`config.mk`:
```
export PLATFORM = sky130hd
export DESIGN_NAME = pressure_sensor_temp_compensation
export DESIGN_NICKNAME = d
export VERILOG_FILES = /design/src/rtl/pstc_pkg.sv /design/src/rtl/pstc_div.sv /design/src/rtl/pstc_dp.sv /design/src/rtl/pstc_ctrl.sv /design/src/rtl/pressure_sensor_temp_compensation.sv
export SDC_FILE = /design/constraint.sdc
export NUM_CORES = 1
export LEC_CHECK = 0
export ABC_AREA = 0
export BUFFER_PORTS_ARGS = -buffer_cell sky130_fd_sc_hd__buf_2
export CORE_MARGIN = 5
export CORE_UTILIZATION = 40
export CTS_BUF_LIST = sky130_fd_sc_hd__clkbuf_8
export CTS_CLUSTER_SIZE = 20
export DETAILED_ROUTE_END_ITERATION = 6
export SLEW_MARGIN = 20
export SYNTH_ARGS = -nofsm -noshare
export SYNTH_HDL_FRONTEND = slang
export SYNTH_SLANG_ARGS = --single-unit
```
`constraint.sdc`:
```
create_clock -name clk_i -period 9.19 [get_ports clk_i]
set_input_delay 0.919 -clock clk_i [delete_from_list [all_inputs] [get_ports clk_i]]
set_output_delay 0.919 -clock clk_i [all_outputs]
set_load 0.05 [all_outputs]
```
`src/rtl/pstc_pkg.sv`:
```
// shared types, register indexes and constants for the temperature compensation block
package pstc_pkg;

  // configuration register indexes
  localparam logic [2:0] CfgAc5     = 3'd0;
  localparam logic [2:0] CfgAc6     = 3'd1;
  localparam logic [2:0] CfgMc      = 3'd2;
  localparam logic [2:0] CfgMd      = 3'd3;
  localparam logic [2:0] CfgTempMin = 3'd4;
  localparam logic [2:0] CfgTempMax = 3'd5;
  localparam logic [2:0] CfgReady   = 3'd6;

  // reset values, hundredths of a degree
  localparam logic signed [15:0] TempMinReset  = -16'sd4000;
  localparam logic signed [15:0] TempMaxReset  = 16'sd12500;
  localparam logic signed [15:0] LastTempReset = 16'sd2500;

  // divider sizing: dividend is mc shifted left by 11
  localparam int unsigned McShift  = 11;
  localparam int unsigned DivBits  = 16 + McShift;
  localparam int unsigned DsrBits  = 19;
  localparam int unsigned CntBits  = $clog2(DivBits);

  typedef struct packed {
    logic [15:0] raw_temp;
    logic        read_ok;
  } pstc_in_t;

  typedef struct packed {
    logic signed [15:0] temp_hundredths;
    logic               fresh;
    logic               div_fault;
  } pstc_out_t;

  typedef struct packed {
    logic [15:0]        cal_ac5;
    logic [15:0]        cal_ac6;
    logic signed [15:0] cal_mc;
    logic signed [15:0] cal_md;
    logic signed [15:0] temp_min;
    logic signed [15:0] temp_max;
    logic               sensor_ready;
  } pstc_cfg_t;

  // controller to datapath
  typedef struct packed {
    logic load;
    logic mul_en;
    logic div_start;
    logic sum_en;
    logic fin_en;
    logic fresh;
    logic fault;
  } pstc_cmd_t;

  // datapath to controller
  typedef struct packed {
    logic div_zero;
    logic div_done;
  } pstc_sts_t;

endpackage

```
`src/rtl/pstc_div.sv`:
```
// bit-serial signed divider, quotient truncated toward zero
module pstc_div
  import pstc_pkg::*;
(
  input  logic                      clk_i,
  input  logic                      rst_ni,
  input  logic                      start_i,
  input  logic signed [DivBits-1:0] dividend_i,
  input  logic signed [DsrBits-1:0] divisor_i,
  output logic signed [DivBits:0]   quot_o,
  output logic                      done_o
);

  logic               busy_q, busy_d;
  logic               done_q, done_d;
  logic [CntBits-1:0] cnt_q, cnt_d;
  logic [DivBits-1:0] quo_q, quo_d;
  logic [DsrBits-1:0] rem_q, rem_d;
  logic [DsrBits-1:0] dsr_q, dsr_d;
  logic               neg_q, neg_d;
  logic [DsrBits:0]   rem_sh;
  logic               ge;

  assign rem_sh = {rem_q, quo_q[DivBits-1]};
  assign ge     = rem_sh >= {1'b0, dsr_q};

  always_comb begin
    busy_d = busy_q;
    done_d = 1'b0;
    cnt_d  = cnt_q;
    quo_d  = quo_q;
    rem_d  = rem_q;
    dsr_d  = dsr_q;
    neg_d  = neg_q;
    if (start_i) begin
      busy_d = 1'b1;
      cnt_d  = '0;
      rem_d  = '0;
      quo_d  = dividend_i[DivBits-1] ? (~dividend_i + DivBits'(1)) : dividend_i;
      dsr_d  = divisor_i[DsrBits-1] ? (~divisor_i + DsrBits'(1)) : divisor_i;
      neg_d  = dividend_i[DivBits-1] ^ divisor_i[DsrBits-1];
    end else if (busy_q) begin
      // remainder stays below the divisor, so it fits back in DsrBits
      rem_d = ge ? DsrBits'(rem_sh - {1'b0, dsr_q}) : rem_sh[DsrBits-1:0];
      quo_d = {quo_q[DivBits-2:0], ge};
      cnt_d = cnt_q + CntBits'(1);
      if (cnt_q == CntBits'(DivBits - 1)) begin
        busy_d = 1'b0;
        done_d = 1'b1;
      end
    end
  end

  always_ff @(posedge clk_i or negedge rst_ni) begin
    if (!rst_ni) begin
      busy_q <= 1'b0;
      done_q <= 1'b0;
      cnt_q  <= '0;
    end else begin
      busy_q <= busy_d;
      done_q <= done_d;
      cnt_q  <= cnt_d;
    end
  end

  always_ff @(posedge clk_i) begin
    quo_q <= quo_d;
    rem_q <= rem_d;
    dsr_q <= dsr_d;
    neg_q <= neg_d;
  end

  assign quot_o = neg_q ? -$signed({1'b0, quo_q}) : $signed({1'b0, quo_q});
  assign done_o = done_q;

endmodule

```
`src/rtl/pstc_dp.sv`:
```
// compensation datapath: offset multiply, divide, scale, saturate and clamp
module pstc_dp
  import pstc_pkg::*;
(
  input  logic        clk_i,
  input  logic        rst_ni,
  input  pstc_cfg_t   cfg_i,
  input  pstc_cmd_t   cmd_i,
  input  logic [15:0] raw_temp_i,
  output pstc_sts_t   sts_o,
  output pstc_out_t   out_data_o
);

  logic [15:0]               raw_q;
  logic signed [17:0]        x1_q;
  logic signed [15:0]        tsat_q;
  logic signed [15:0]        last_q, last_d;
  pstc_out_t                 out_q;

  logic signed [16:0]        diff;
  logic signed [33:0]        prod;
  logic signed [DsrBits-1:0] divisor;
  logic signed [DivBits-1:0] dividend;
  logic signed [DivBits:0]   quot;
  logic                      div_done;
  logic signed [28:0]        sum;
  logic signed [28:0]        shr;
  logic signed [28:0]        tval;
  logic signed [15:0]        tsat_d;
  logic signed [15:0]        pick;

  assign diff = $signed({1'b0, raw_q}) - $signed({1'b0, cfg_i.cal_ac6});
  assign prod = diff * $signed({1'b0, cfg_i.cal_ac5});

  assign divisor  = $signed({x1_q[17], x1_q}) + $signed({{3{cfg_i.cal_md[15]}}, cfg_i.cal_md});
  assign dividend = $signed({cfg_i.cal_mc, {McShift{1'b0}}});

  pstc_div u_div (
    .clk_i      (clk_i),
    .rst_ni     (rst_ni),
    .start_i    (cmd_i.div_start),
    .dividend_i (dividend),
    .divisor_i  (divisor),
    .quot_o     (quot),
    .done_o     (div_done)
  );

  // floor of (x1 + x2 + 8) / 16, then times ten as two shifts
  assign sum  = $signed({{11{x1_q[17]}}, x1_q}) + $signed({quot[DivBits], quot}) + 29'sd8;
  assign shr  = sum >>> 4;
  assign tval = (shr <<< 3) + (shr <<< 1);

  always_comb begin
    if (tval > 29'sd32767) begin
      tsat_d = 16'sd32767;
    end else if (tval < -29'sd32768) begin
      tsat_d = -16'sd32768;
    end else begin
      tsat_d = tval[15:0];
    end
  end

  // upper limit is tested first so crossed limits resolve to temp_max
  always_comb begin
    pick = cmd_i.fresh ? tsat_q : last_q;
    if (pick > cfg_i.temp_max) begin
      last_d = cfg_i.temp_max;
    end else if (pick < cfg_i.temp_min) begin
      last_d = cfg_i.temp_min;
    end else begin
      last_d = pick;
    end
  end

  always_ff @(posedge clk_i or negedge rst_ni) begin
    if (!rst_ni) begin
      last_q <= LastTempReset;
    end else if (cmd_i.fin_en) begin
      last_q <= last_d;
    end
  end

  always_ff @(posedge clk_i) begin
    if (cmd_i.load) begin
      raw_q <= raw_temp_i;
    end
    if (cmd_i.mul_en) begin
      x1_q <= prod[32:15];
    end
    if (cmd_i.sum_en) begin
      tsat_q <= tsat_d;
    end
    if (cmd_i.fin_en) begin
      out_q.temp_hundredths <= last_d;
      out_q.fresh           <= cmd_i.fresh;
      out_q.div_fault       <= cmd_i.fault;
    end
  end

  assign sts_o.div_zero = (divisor == '0);
  assign sts_o.div_done = div_done;
  assign out_data_o     = out_q;

endmodule

```
`src/rtl/pstc_ctrl.sv`:
```
// sequencing state machine and output handshake
module pstc_ctrl
  import pstc_pkg::*;
(
  input  logic      clk_i,
  input  logic      rst_ni,
  input  logic      in_valid_i,
  input  logic      read_ok_i,
  input  logic      sensor_ready_i,
  input  logic      out_stall_i,
  input  pstc_sts_t sts_i,
  output logic      in_stall_o,
  output logic      out_valid_o,
  output pstc_cmd_t cmd_o
);

  localparam logic [2:0] StIdle = 3'd0;
  localparam logic [2:0] StMul  = 3'd1;
  localparam logic [2:0] StChk  = 3'd2;
  localparam logic [2:0] StDiv  = 3'd3;
  localparam logic [2:0] StSum  = 3'd4;
  localparam logic [2:0] StFin  = 3'd5;

  logic [2:0] state_q, state_d;
  logic       fresh_q, fresh_d;
  logic       fault_q, fault_d;
  logic       oval_q, oval_d;
  logic       out_free;

  assign out_free = !oval_q || !out_stall_i;

  always_comb begin
    state_d   = state_q;
    fresh_d   = fresh_q;
    fault_d   = fault_q;
    cmd_o     = '0;
    cmd_o.fresh = fresh_q;
    cmd_o.fault = fault_q;
    unique case (state_q)
      StIdle: begin
        if (in_valid_i) begin
          cmd_o.load = 1'b1;
          fresh_d    = 1'b0;
          fault_d    = 1'b0;
          // items taken while the sensor is not ready are dropped
          if (sensor_ready_i) begin
            state_d = read_ok_i ? StMul : StFin;
          end
        end
      end
      StMul: begin
        cmd_o.mul_en = 1'b1;
        state_d      = StChk;
      end
      StChk: begin
        if (sts_i.div_zero) begin
          fault_d = 1'b1;
          state_d = StFin;
        end else begin
          cmd_o.div_start = 1'b1;
          state_d         = StDiv;
        end
      end
      StDiv: begin
        if (sts_i.div_done) begin
          state_d = StSum;
        end
      end
      StSum: begin
        cmd_o.sum_en = 1'b1;
        fresh_d      = 1'b1;
        state_d      = StFin;
      end
      StFin: begin
        if (out_free) begin
          cmd_o.fin_en = 1'b1;
          state_d      = StIdle;
        end
      end
      default: begin
        state_d = StIdle;
      end
    endcase
  end

  always_comb begin
    if (cmd_o.fin_en) begin
      oval_d = 1'b1;
    end else if (!out_stall_i) begin
      oval_d = 1'b0;
    end else begin
      oval_d = oval_q;
    end
  end

  always_ff @(posedge clk_i or negedge rst_ni) begin
    if (!rst_ni) begin
      state_q <= StIdle;
      fresh_q <= 1'b0;
      fault_q <= 1'b0;
      oval_q  <= 1'b0;
    end else begin
      state_q <= state_d;
      fresh_q <= fresh_d;
      fault_q <= fault_d;
      oval_q  <= oval_d;
    end
  end

  assign in_stall_o  = (state_q != StIdle);
  assign out_valid_o = oval_q;

endmodule

```
`src/rtl/pressure_sensor_temp_compensation.sv`:
```
// Temperature compensation top level: config registers, controller and datapath.
// A good reading passes the multiply, divisor check, 27-iteration bit-serial divide,
// sum and finish states; a failed read goes straight to finish, a zero divisor skips
// the divide. One item is in work at a time; the next waits until the last is done.
// Reset: calibration and ready clear, limits -4000 / 12500, last value 2500.
module pressure_sensor_temp_compensation
  import pstc_pkg::*;
(
  input  logic        clk_i,
  input  logic        rst_ni,
  input  logic        in_valid_i,
  output logic        in_stall_o,
  input  pstc_in_t    in_data_i,
  output logic        out_valid_o,
  input  logic        out_stall_i,
  output pstc_out_t   out_data_o,
  input  logic        cfg_valid_i,
  output logic        cfg_ready_o,
  input  logic [2:0]  cfg_index_i,
  input  logic [15:0] cfg_data_i
);

  pstc_cfg_t cfg_q;
  pstc_cmd_t cmd;
  pstc_sts_t sts;

  assign cfg_ready_o = 1'b1;

  always_ff @(posedge clk_i or negedge rst_ni) begin
    if (!rst_ni) begin
      cfg_q.cal_ac5      <= '0;
      cfg_q.cal_ac6      <= '0;
      cfg_q.cal_mc       <= '0;
      cfg_q.cal_md       <= '0;
      cfg_q.temp_min     <= TempMinReset;
      cfg_q.temp_max     <= TempMaxReset;
      cfg_q.sensor_ready <= 1'b0;
    end else if (cfg_valid_i && cfg_ready_o) begin
      unique case (cfg_index_i)
        CfgAc5:     cfg_q.cal_ac5      <= cfg_data_i;
        CfgAc6:     cfg_q.cal_ac6      <= cfg_data_i;
        CfgMc:      cfg_q.cal_mc       <= $signed(cfg_data_i);
        CfgMd:      cfg_q.cal_md       <= $signed(cfg_data_i);
        CfgTempMin: cfg_q.temp_min     <= $signed(cfg_data_i);
        CfgTempMax: cfg_q.temp_max     <= $signed(cfg_data_i);
        CfgReady:   cfg_q.sensor_ready <= cfg_data_i[0];
        default: begin
        end
      endcase
    end
  end

  pstc_ctrl u_ctrl (
    .clk_i          (clk_i),
    .rst_ni         (rst_ni),
    .in_valid_i     (in_valid_i),
    .read_ok_i      (in_data_i.read_ok),
    .sensor_ready_i (cfg_q.sensor_ready),
    .out_stall_i    (out_stall_i),
    .sts_i          (sts),
    .in_stall_o     (in_stall_o),
    .out_valid_o    (out_valid_o),
    .cmd_o          (cmd)
  );

  pstc_dp u_dp (
    .clk_i      (clk_i),
    .rst_ni     (rst_ni),
    .cfg_i      (cfg_q),
    .cmd_i      (cmd),
    .raw_temp_i (in_data_i.raw_temp),
    .sts_o      (sts),
    .out_data_o (out_data_o)
  );

endmodule

```
Yosys cells after proc, flatten, opt, wreduce, memory -nomap -nowiden
Cells that the tools add are included.
{ "word_totals": {"reg_bits": 260, "input_bits": 41, "output_inout_bits": 21, "elab_cells": 122} }
{ "classes": {"addsub": 10, "mul": 1, "magnitude_cmp": 5, "eq_ne": 18, "n_mux": 39, "bitwise_logic": 3, "reduce_logical": 20} }
{ "ops": {"columns": ["op", "count"], "rows": [
  ["two-way mux 27 bit", 3],
  ["two-way mux 16 bit", 4],
  ["multiplier 17 x 17 -> 33 bit", 1],
  ["adder 18 x 28 -> 29 bit", 1],
  ["adder 28 x 26 -> 29 bit", 1],
  ["adder 29 x 5 -> 29 bit (second input constant)", 1],
  ["> comparator 29 x 16 -> 1 bit (second input constant)", 1],
  ["less-than comparator 29 x 16 -> 1 bit (second input constant)", 1],
  ["two-way mux 28 bit", 1],
  ["negator 27 -> 28 bit", 1],
  ["adder 27 x 2 -> 27 bit (second input constant)", 1],
  ["inverter 27 bit", 1],
  [">= comparator 20 x 19 -> 1 bit", 1],
  ["adder 18 x 16 -> 19 bit", 1],
  ["adder 19 x 2 -> 19 bit (second input constant)", 1],
  ["zero test 19 bit", 1],
  ["two-way mux 19 bit", 1],
  ["inverter 19 bit", 1],
  ["subtractor 19 bit", 1],
  ["two-way mux 1 bit", 18],
  ["two-way mux 18 bit", 1],
  ["two-way mux 3 bit", 6],
  ["case mux 3 bit (6 select lines)", 1],
  ["subtractor 16 x 16 -> 17 bit", 1],
  ["other kinds (20)", 45]
]} }

Depth between registers and ports, before layout
Gate-level depths: netlist of run 1.
{ "logic_depth": {"word_depth": 7, "depth_mapped": 35, "depth_no_buf": 34} }

Cells and area by module
From an unflattened synthesis of run 1, not the netlist that was laid out.
{ "unflattened": {"hier_cells": 2892, "hier_area_um2": 27969.3} }
{ "modules_own_cells": {"columns": ["module", "instances", "cells_each", "area_per_inst_um2", "seq_area_each_um2"], "rows": [
  ["pstc_dp", 1, 2052, 18510.3, 2448.6],
  ["pstc_div", 1, 584, 5321.4, 1966.9],
  ["pressure_sensor_temp_compensation", 1, 213, 3753.6, 2442.3],
  ["pstc_ctrl", 1, 43, 384.1, 150.1]
]} }

Worst setup path before layout of run 1
OpenSTA, ideal clock, no wires.
{ "synth_timing": {"path_type": "register -> register", "startpoint": "register u_dp.raw_q[0]", "endpoint": "register u_dp.x1_q[15], data pin", "setup_ns": 0.262, "arrival_ns": 8.354, "t_required_ns": 8.928, "slack_ns": 0.573, "path_stages_with_launch": 34, "n_path_buf": 1, "period_less_slack_ns": 8.617, "cell_sequence": "edfxtp_1 > inv_1 > ha_1 > inv_1 > fa_1 > a21o_1 > a21oi_1 > nor2b_1 > o21a_1 > o311a_1 > o31ai_1 > o211ai_1 > nand2_1 > clkbuf_1 > nand2_1 > fa_1 > fa_1 > inv_1 > fa_1 > fa_1 > fa_1 > inv_1 > fa_1 > inv_1 > ha_1 > a21o_1 > a21o_1 > a21o_1 > a2111oi_0 > or3_1 > o21ai_0 > a211oi_1 > o21bai_1 > xor2_1"} }
{ "synth_between": {"elab_chain_len": 2} }
{ "synth_rtl": {"columns": ["element", "line", "rtl"], "rows": [
  ["from (decl)", "pstc_dp.sv:14", "logic [15:0] raw_q;"],
  ["from (signal assigned)", "pstc_dp.sv:85", "raw_q <= raw_temp_i;"],
  ["subtractor 16 x 16 -> 17 bit", "pstc_dp.sv:32", "assign diff = $signed({1'b0, raw_q}) - $signed({1'b0, cfg_i.cal_ac6});"],
  ["multiplier 17 x 17 -> 33 bit", "pstc_dp.sv:33", "assign prod = diff * $signed({1'b0, cfg_i.cal_ac5});"],
  ["named net u_dp.prod[30]", "pstc_dp.sv:21", "logic signed [33:0] prod;"],
  ["to (signal assigned)", "pstc_dp.sv:88", "x1_q <= prod[32:15];"],
  ["to (decl)", "pstc_dp.sv:15", "logic signed [17:0] x1_q;"]
]} }
The timed path passes the listed nets, and every way through them passes these cells.
A chain may end at the register's enable or synchronous reset.

Worst setup path after layout of run 1
{ "layout_timing": {"startpoint": "register u_dp.raw_q[0]", "endpoint": "register u_dp.x1_q[17], data pin"} }
The elaborated chain is that of the path after synthesis.

==> metrics.log, run 1 <==
INFO  metric drv_slew = 0
INFO  metric synthDominantAreaCellType = sky130_fd_sc_hd__fa_1
INFO  metric drt_drc_violations_left = 0
INFO  metric cts_root_buffer = sky130_fd_sc_hd__clkbuf_8
INFO  metric detail_route.first_pass.iterations = 5
INFO  metric floorplan.die.width = 277 µm
INFO  metric setup.worst_path.end_class = flip-flop
INFO  metric post_synth_inst_count = between 3,000 and 4,000
INFO  metric h-tree-depth = 2
INFO  metric antenna_violating_nets_left = 0
INFO  metric flip_flop_and_latch_count_after_synthesis = between 200 and 300
INFO  metric critical-path-slowest-cell = sky130_fd_sc_hd__fa_1
INFO  metric grt_first_pass_wirelength = between 100,000 and 150,000 µm
INFO  metric synth_enable_flop_cells = between 100 and 150
INFO  metric synthToLayoutAreaGrowth = 8.52%
INFO  metric synth_compound_area_share = 12.2%
INFO  metric number_of_inserted_filler_cells_in_the_final_layout = between 6,000 and 7,000
INFO  metric synth_mux_area_share = under 10%
INFO  metric synth-xor-area-share = 4.83%
INFO  metric critPathArrivalTime = around 9.1 ns
INFO  metric final_core_util = between 40% and 50%
INFO  metric routability_cong = 0.906
INFO  metric status = finished clean
INFO  metric path_clk_slew = ~0.07 ns
INFO  metric coreArea = around 70,000 µm²
INFO  metric synth.most_common_cell = sky130_fd_sc_hd__inv_1
INFO  metric finish.net_count = approximately 3,600
INFO  metric dominant_combinational_cell_family_by_area_after_synthesis = adder cells
INFO  metric rows = 97
INFO  metric ys_async_sr_fraction = 48.5%
INFO  metric timing.critical_path.from_type = flip-flop
INFO  metric synth_ff_type = sky130_fd_sc_hd__edfxtp_1
INFO  metric initial_core_util = roughly two fifths
INFO  metric synthAdderAreaFrac = a little under a third
INFO  metric routed-via-count = ~21,000
INFO  metric final_setup_fails = 0
INFO  metric synth_commonest_cells = 459 x sky130_fd_sc_hd__inv_1, 317 x sky130_fd_sc_hd__nand2_1, 270 x sky130_fd_sc_hd__fa_1
INFO  metric skew_pair_late_insertion_delay = roughly 0.67 ns
INFO  metric postCtsHoldBufs = 0
INFO  metric clock_sinks = 260
INFO  metric wl = ~73,000 µm
INFO  metric hold_viol = 0
INFO  metric synth_warnings = 0
INFO  metric synth-seq-area-share = approximately a quarter
INFO  metric transition_time_of_the_tightest_slew_check_pin = ~1.1 ns
INFO  metric yosys.area_share.simple = roughly 15%
INFO  metric route.detailed.vias_per_inst = 5.29
INFO  metric area_occupied_by_multi_input_gates = between 15,000 and 20,000 µm²
INFO  metric dieArea = 76,500 µm²
INFO  metric largest_net_degree_at_the_start_of_global_routing = around 70
INFO  metric ff_latch_area = about 7000 µm²
INFO  metric max_cap_violations = 0
INFO  metric post_synth.cell_area_avg = between 9 and 10 µm²
INFO  metric chipHeight = around 280 µm
INFO  metric globalRouteOverflowTotal = 0
INFO  metric grt.total_usage = approximately a fifth
INFO  metric fmax = roughly 110 MHz
INFO  metric final_layout_size_suffix_gt1_share = 11.0%
INFO  metric number_of_global_route_vias_before_repair = about 21,000
INFO  metric synth.cell_area = ~28,000 µm²
INFO  metric path_class = reg2reg
INFO  metric dpl.hpwl = about 57,000 µm
INFO  metric timing.final.crit_share = a little over nine tenths
INFO  metric yosysUniqueCellTypes = 85
INFO  metric cp_common_cell = sky130_fd_sc_hd__fa_1
INFO  metric cts_max_path_buffers = 3
INFO  metric finalClockSkew = a little over 0.05 ns
INFO  metric crit_path_max_fanout = 5
INFO  metric number_of_clock_buffers_inserted_by_tritoncts = 48
INFO  metric layout_min_cycle_time = approximately 8.7 ns
INFO  metric crit_path_max_incr_delay = 0.55 ns
INFO  metric clock_tree_from_tritoncts = built
INFO  metric slew-limit-headroom = 24.5%
INFO  metric yosys.area.top_type_share = between 10% and 20%
INFO  metric drt-initial-drc-count = around 1,500
INFO  metric worst-endpoint-required = roughly 9.5 ns
INFO  metric routed_wire_length_per_instance = between 15 and 20 µm
INFO  metric port-buffer-count = 60
INFO  metric mappedNetlistNets = around 3,600
INFO  metric hold_path_class = in2async
INFO  metric antenna_found_initial = 2
INFO  metric ios = 62
INFO  metric ys_top_cells_by_area = sky130_fd_sc_hd__fa_1 19%, sky130_fd_sc_hd__edfxtp_1 12%, sky130_fd_sc_hd__ha_1 11%
[sequential cells by signal, indices dropped and copies added, names as in the netlist, 3 cells and up]
| name | cells |
|---|---|
| u_dp.last_q | 16 |
| cfg_q | 97 |
| u_dp.out_data_o | 18 |
| u_dp.x1_q | 18 |
| u_dp.raw_q | 16 |
| u_dp.u_div.dsr_q | 19 |
| u_dp.u_div.rem_q | 19 |
| u_dp.u_div.quo_q | 27 |
| u_dp.tsat_q | 16 |
| u_dp.u_div.cnt_q | 5 |
| u_ctrl.state_q | 3 |
[metrics by stage]
stage | worst slack (ns) | cell area, µm² | setup TNS (ns) | hold slack, ns | instances
3_3_place_gp | 0.321 | 29800 | 0 | 0.479 | 3969
2_1_floorplan | 0.573 | 28400 | 0 | 0.420 | 3052
4_1_cts | 0.0666 | 30800 | 0 | 0.213 | 4059
6_report | 0.465 | 30900 | 0 | 0.228 | 4063
3_5_place_dp | 0.141 | 29800 | 0 | 0.488 | 3969
5_1_grt | -0.0206 | 30900 | -0.0214 | 0.261 | 4062
[placed cells by master (no fill, tap or decap), types with 29 or more instances in the layout]
| cell type | n |
|---|---|
| sky130_fd_sc_hd__mux2i_1 | 34 |
| sky130_fd_sc_hd__nor3_1 | 38 |
| sky130_fd_sc_hd__a21oi_1 | 96 |
| sky130_fd_sc_hd__nand3_1 | 99 |
| sky130_fd_sc_hd__a21o_1 | 41 |
| sky130_fd_sc_hd__dfrtp_1 | 109 |
| sky130_fd_sc_hd__ha_1 | 250 |
| sky130_fd_sc_hd__buf_2 | 59 |
| sky130_fd_sc_hd__o211ai_1 | 34 |
| sky130_fd_sc_hd__nor2b_1 | 34 |
| sky130_fd_sc_hd__buf_4 | 48 |
| sky130_fd_sc_hd__xor2_1 | 42 |
| sky130_fd_sc_hd__and2_1 | 124 |
| sky130_fd_sc_hd__o21ai_0 | 121 |
| sky130_fd_sc_hd__nand2_1 | 316 |
| sky130_fd_sc_hd__fa_1 | 269 |
| sky130_fd_sc_hd__mux2_2 | 98 |
| sky130_fd_sc_hd__nor2_1 | 107 |
| sky130_fd_sc_hd__o21a_1 | 29 |
| sky130_fd_sc_hd__xnor2_1 | 113 |
| sky130_fd_sc_hd__a211oi_1 | 31 |
| sky130_fd_sc_hd__edfxtp_1 | 115 |
| sky130_fd_sc_hd__inv_1 | 473 |
| sky130_fd_sc_hd__clkbuf_8 | 54 |
[area by class of cell]
type / count / area share, %
Clock inverter: 36 / 0.778
Timing Repair Buffer: 108 / 2.16
Inverter: 461 / 5.61
Sequential cell: 260 / 22.7
Tap cell: 940 / 3.81
Multi-Input combinational cell: 2202 / 62.5
Antenna cell: 2 / 0.0162
Clock buffer: 54 / 2.41
[critical path, delay by kind of cell, from the launching register on]
kind	cells	cell delay, ns
xor gates and xnor gates	1	0.13
adders and majority gates	9	3.97
and+or+nand+nor	3	0.47
DFF	1	0.35
buffers and inverters	6	0.32
AOI/OAI and AO/OA	14	3.16
[path summary, 6_finish.rpt]
path                                             startpoint  cells past startpoint                          endpoint  slack (ns)
max                                 u_dp.raw_q[0]$_DFFE_PP_                     33           u_dp.x1_q[17]$_DFFE_PP_        0.46
min                                                  rst_ni                      1             cfg_q[91]$_DFFE_PN0P_        0.23
max reg2reg                         u_dp.raw_q[0]$_DFFE_PP_                     33           u_dp.x1_q[17]$_DFFE_PP_        0.46
min reg2reg                u_dp.u_div.rem_q[9]$_SDFFE_PP0P_                      2  u_dp.u_div.rem_q[9]$_SDFFE_PP0P_        0.49
max in group asynchronous                            rst_ni                      2   u_dp.u_div.cnt_q[3]$_DFFE_PN0P_        7.56
min in group clk_i                             in_data_i[4]                      1           u_dp.raw_q[3]$_DFFE_PP_        0.42
[cells by family (layout without fill, tap and decap cells)]
group / count (synthesis) / after routing
AND/OR/NAND/NOR: 873 / 873
flip-flops: 260 / 260
multiplexers: 132 / 132
XOR/XNOR: 157 / 157
AO/OA/AOI/OAI: 519 / 519
other: 1 / 3
buffers and inverters: 590 / 659
adder cells (fa/ha/maj): 520 / 520
[metal layers]
layer	vias up	track usage [%]	routed length (µm)	part of all wire (%)
li1	10300	-	-	-
met1	10600	26.5	34200	47
met2	417	31.7	34500	47
met3	80	2.55	3170	4.3
met4	2	3.80	1310	1.8
met5	-	0	13	0.018
[repair_timing]
action | 4_1_cts | 5_1_grt
buffers inserted | 0 | 2
setup endpoints to repair | 0 | 11
resized for setup | 0 | 12
hold endpoints to repair | 0 | 0
Power of run 1 is not shown: default switching activity piles up to over one toggle a cycle in this logic, so the estimate is an artifact.
==> run 2, diff against run 1 <==
--- a/config.mk
+++ b/config.mk
@@ -9,7 +9,7 @@
 export BUFFER_PORTS_ARGS = -buffer_cell sky130_fd_sc_hd__buf_2
 export CORE_MARGIN = 5
 export CORE_UTILIZATION = 40
-export CTS_BUF_LIST = sky130_fd_sc_hd__clkbuf_8
+export CTS_BUF_LIST = sky130_fd_sc_hd__clkbuf_4
 export CTS_CLUSTER_SIZE = 20
 export DETAILED_ROUTE_END_ITERATION = 6
 export SLEW_MARGIN = 20
==> run 2 against run 1 <==
Against the previous run: critical endpoint unchanged; largest cell class unchanged; hold slack got worse by 0.13 ns; sequential cell count unchanged; cell count increased by 1.2%.
==> metrics.log, run 2 (synthesis results as in run 1) <==
INFO  metric leading_registers_by_flop_count = cfg_q (97), u_dp.u_div.quo_q (27)
INFO  metric routability_cong = 0.906 (unchanged)
INFO  metric finalClockSkew = 0.0791 ns (+0.0288 ns)
INFO  metric ios = 62 (unchanged)
INFO  metric antenna_found_initial = 2 (unchanged)
INFO  metric max_cap_violations = 0 (unchanged)
INFO  metric routed-via-count = 21,700 (+0.80%)
INFO  metric grt.total_usage = 19.1% (+0.14 points)
INFO  metric post_layout_nonfiller_instances = 4,112 (+1.2%)
INFO  metric path_class = reg2reg
INFO  metric largest_net_degree_at_the_start_of_global_routing = 72 (unchanged)
INFO  metric place.detailed.instances = 3,969 (unchanged)
INFO  metric skew_pair_late_insertion_delay = 0.82 ns (+0.15 ns)
INFO  metric layout_min_cycle_time = 8.70 ns (-0.0256 ns)
INFO  metric fmax = 115 MHz (+0.29%)
INFO  metric clock_tree_from_tritoncts = built
INFO  metric rows = 97 (unchanged)
INFO  metric drv_slew = 0 (unchanged)
INFO  metric crit-reg2reg-launch = u_dp.raw_q[0]$_DFFE_PP_
INFO  metric drt_drc_violations_left = 0 (unchanged)
INFO  metric ff_latch_area = 7010 µm² (unchanged)
INFO  metric cp_common_cell = sky130_fd_sc_hd__fa_1
INFO  metric cts_root_buffer = sky130_fd_sc_hd__clkbuf_4
INFO  metric synthToLayoutAreaGrowth = 8.64%
INFO  metric globalRouteMet1Util = 26.6% (+0.081 points)
INFO  metric reg2reg_to = u_dp.x1_q[17]$_DFFE_PP_
INFO  metric final_core_util = 44.0% (+0.052 points)
INFO  metric final_cell_mix = 459 x sky130_fd_sc_hd__inv_1, 316 x sky130_fd_sc_hd__nand2_1, 269 x sky130_fd_sc_hd__fa_1
INFO  metric registers.top_by_ff_count = cfg_q
INFO  metric slew-limit-headroom = 27.8% (+3.3 points)
INFO  metric largest_register_ffs = 97 (unchanged)
INFO  metric critical-path-slowest-cell = sky130_fd_sc_hd__fa_1
INFO  metric globalRouteMet2Util = 31.9% (+0.16 points)
INFO  metric drt-initial-drc-count = 1,542 (+3.0%)
INFO  metric routed_wire_length_per_instance = 17.8 µm (-1.1%)
INFO  metric status = finished clean
INFO  metric wl = 73,300 µm (about the same)
INFO  metric final_layout_size_suffix_gt1_share = 12.4% (+1.5 points)
INFO  metric final_setup_fails = 0 (unchanged)
INFO  metric timing.critical_path.from_type = flip-flop
INFO  metric route.detailed.vias_per_inst = 5.27 (-0.40%)
INFO  metric h-tree-depth = 3 (+1)
INFO  metric dpl.hpwl = 56,600 µm (unchanged)
INFO  metric number_of_clock_buffers_inserted_by_tritoncts = 76 (+58%)
INFO  metric post_cts_buffers = 0 (unchanged)
INFO  metric area_occupied_by_multi_input_gates = 19,300 µm² (about the same)
INFO  metric initial_core_util = 40.5% (unchanged)
INFO  metric detail_route.first_pass.iterations = 5 (unchanged)
INFO  metric globalRouteOverflowTotal = 0 (unchanged)
INFO  metric setup.worst_path.end_class = flip-flop
INFO  metric hold_path_class = in2async
INFO  metric coreArea = 70,300 µm² (unchanged)
INFO  metric number_of_inserted_filler_cells_in_the_final_layout = 6,900 (+0.39%)
INFO  metric grt_first_pass_wirelength = 119,000 µm (+0.31%)
INFO  metric transition_time_of_the_tightest_slew_check_pin = 1.08 ns (-0.0420 ns)
INFO  metric number_of_global_route_vias_before_repair = 21,500 (+0.91%)
INFO  metric critPathArrivalTime = 9.22 ns (+0.14 ns)
INFO  metric floorplan.die.width = 277 µm (unchanged)
INFO  metric timing.final.crit_share = 94.7% (-0.28 points)
INFO  metric hold_viol = 0 (unchanged)
INFO  metric minimum_setup_slack_among_reg_to_reg_paths = 0.49 ns (+0.03 ns)
INFO  metric most_used_routing_layer = met2
INFO  metric chipHeight = 277 µm (unchanged)
INFO  metric dieArea = 76,500 µm² (unchanged)
INFO  metric crit_path_max_incr_delay = 0.55 ns (about the same)
INFO  metric gr-usage-met3 = 2.76% (+0.21 points)
INFO  metric antenna_violating_nets_left = 0 (unchanged)
INFO  metric crit_path_max_fanout = 5 (unchanged)
INFO  metric cts_max_path_buffers = 3 (unchanged)
INFO  metric finish.net_count = 3,668 (+0.71%)
INFO  metric final_common_cell = sky130_fd_sc_hd__inv_1
INFO  metric path_clk_slew = 0.06 ns (about the same)
INFO  metric port-buffer-count = 60 (unchanged)
INFO  metric r2r.worst_path.cells = 33 (unchanged)
INFO  metric worst-endpoint-required = 9.71 ns (+0.17 ns)
INFO  metric clock_sinks = 260 (unchanged)
## run 2: cell types whose count changed in the layout (fill, tap and decap cells not counted), sizes merged
| cell | before | now |
|---|---|---|
| clkbuf | 54 | 116 |
| inv | 475 | 462 |
| buf | 108 | 106 |
| clkinv | 19 | 20 |
| diode | 2 | 3 |
## run 2: stage by stage
step | hold WS, ns | instance area [µm²] | setup slack (ns) | setup TNS, ns
5_1_grt | 0.0465 | 30900 | -0.0265 | -0.0265
3_5_place_dp | 0.488 | 29800 | 0.141 | 0
4_1_cts | 0.00479 | 30800 | 0.137 | 0
3_3_place_gp | 0.479 | 29800 | 0.321 | 0
6_report | 0.0951 | 30900 | 0.491 | 0
2_1_floorplan | 0.420 | 28400 | 0.573 | 0
## run 2: worst max-delay path by stage
stage                                  from                      end  slack [ns]  cells past startpoint
global route        u_dp.raw_q[0]$_DFFE_PP_  u_dp.x1_q[17]$_DFFE_PP_       -0.03                     33
global placement    u_dp.raw_q[0]$_DFFE_PP_  u_dp.x1_q[15]$_DFFE_PP_        0.32                     32
floorplan           u_dp.raw_q[0]$_DFFE_PP_  u_dp.x1_q[15]$_DFFE_PP_        0.57                     33
CTS                 u_dp.raw_q[0]$_DFFE_PP_  u_dp.x1_q[15]$_DFFE_PP_        0.14                     32
finish              u_dp.raw_q[0]$_DFFE_PP_  u_dp.x1_q[17]$_DFFE_PP_        0.49                     33
detailed placement  u_dp.raw_q[0]$_DFFE_PP_  u_dp.x1_q[15]$_DFFE_PP_        0.14                     32
## run 2: final cells by class
cell class | count | share of cell area (%)
multi-input combinational | 2202 | 62.4
timing repair buffer | 106 | 2.11
inverter | 461 | 5.60
sequential | 260 | 22.7
clock buffer | 116 | 2.82
antenna | 3 | 0.0243
clock inverter | 24 | 0.543
tap | 940 | 3.81
## run 2: what timing repair did
action | in CTS | in global routing
resized for setup | 0 | 10
hold buffers | 0 | 0
endpoints found under the setup margin | 0 | 11
## run 2: worst max-delay path: cells and delay by family (launching register included)
kind                       cells  cell delay [ns]
AOI/OAI and AO/OA             14             3.18
xor gates and xnor gates       1             0.14
adders and majority gates      9             3.98
buffers and inverters          6             0.32
DFF                            1             0.35
and+or+nand+nor                3             0.48
## run 2: routing by layer
layer / vias up / part of all wire [%] / routed length (µm)
met2: 458 / 48 / 34800
met1: 10700 / 47 / 34100
met3: 85 / 4.5 / 3270
li1: 10400 / - / -
met4: 0 / 1.4 / 1060
met5: - / 0 / 0
Power of run 2 is left out for the same reason.
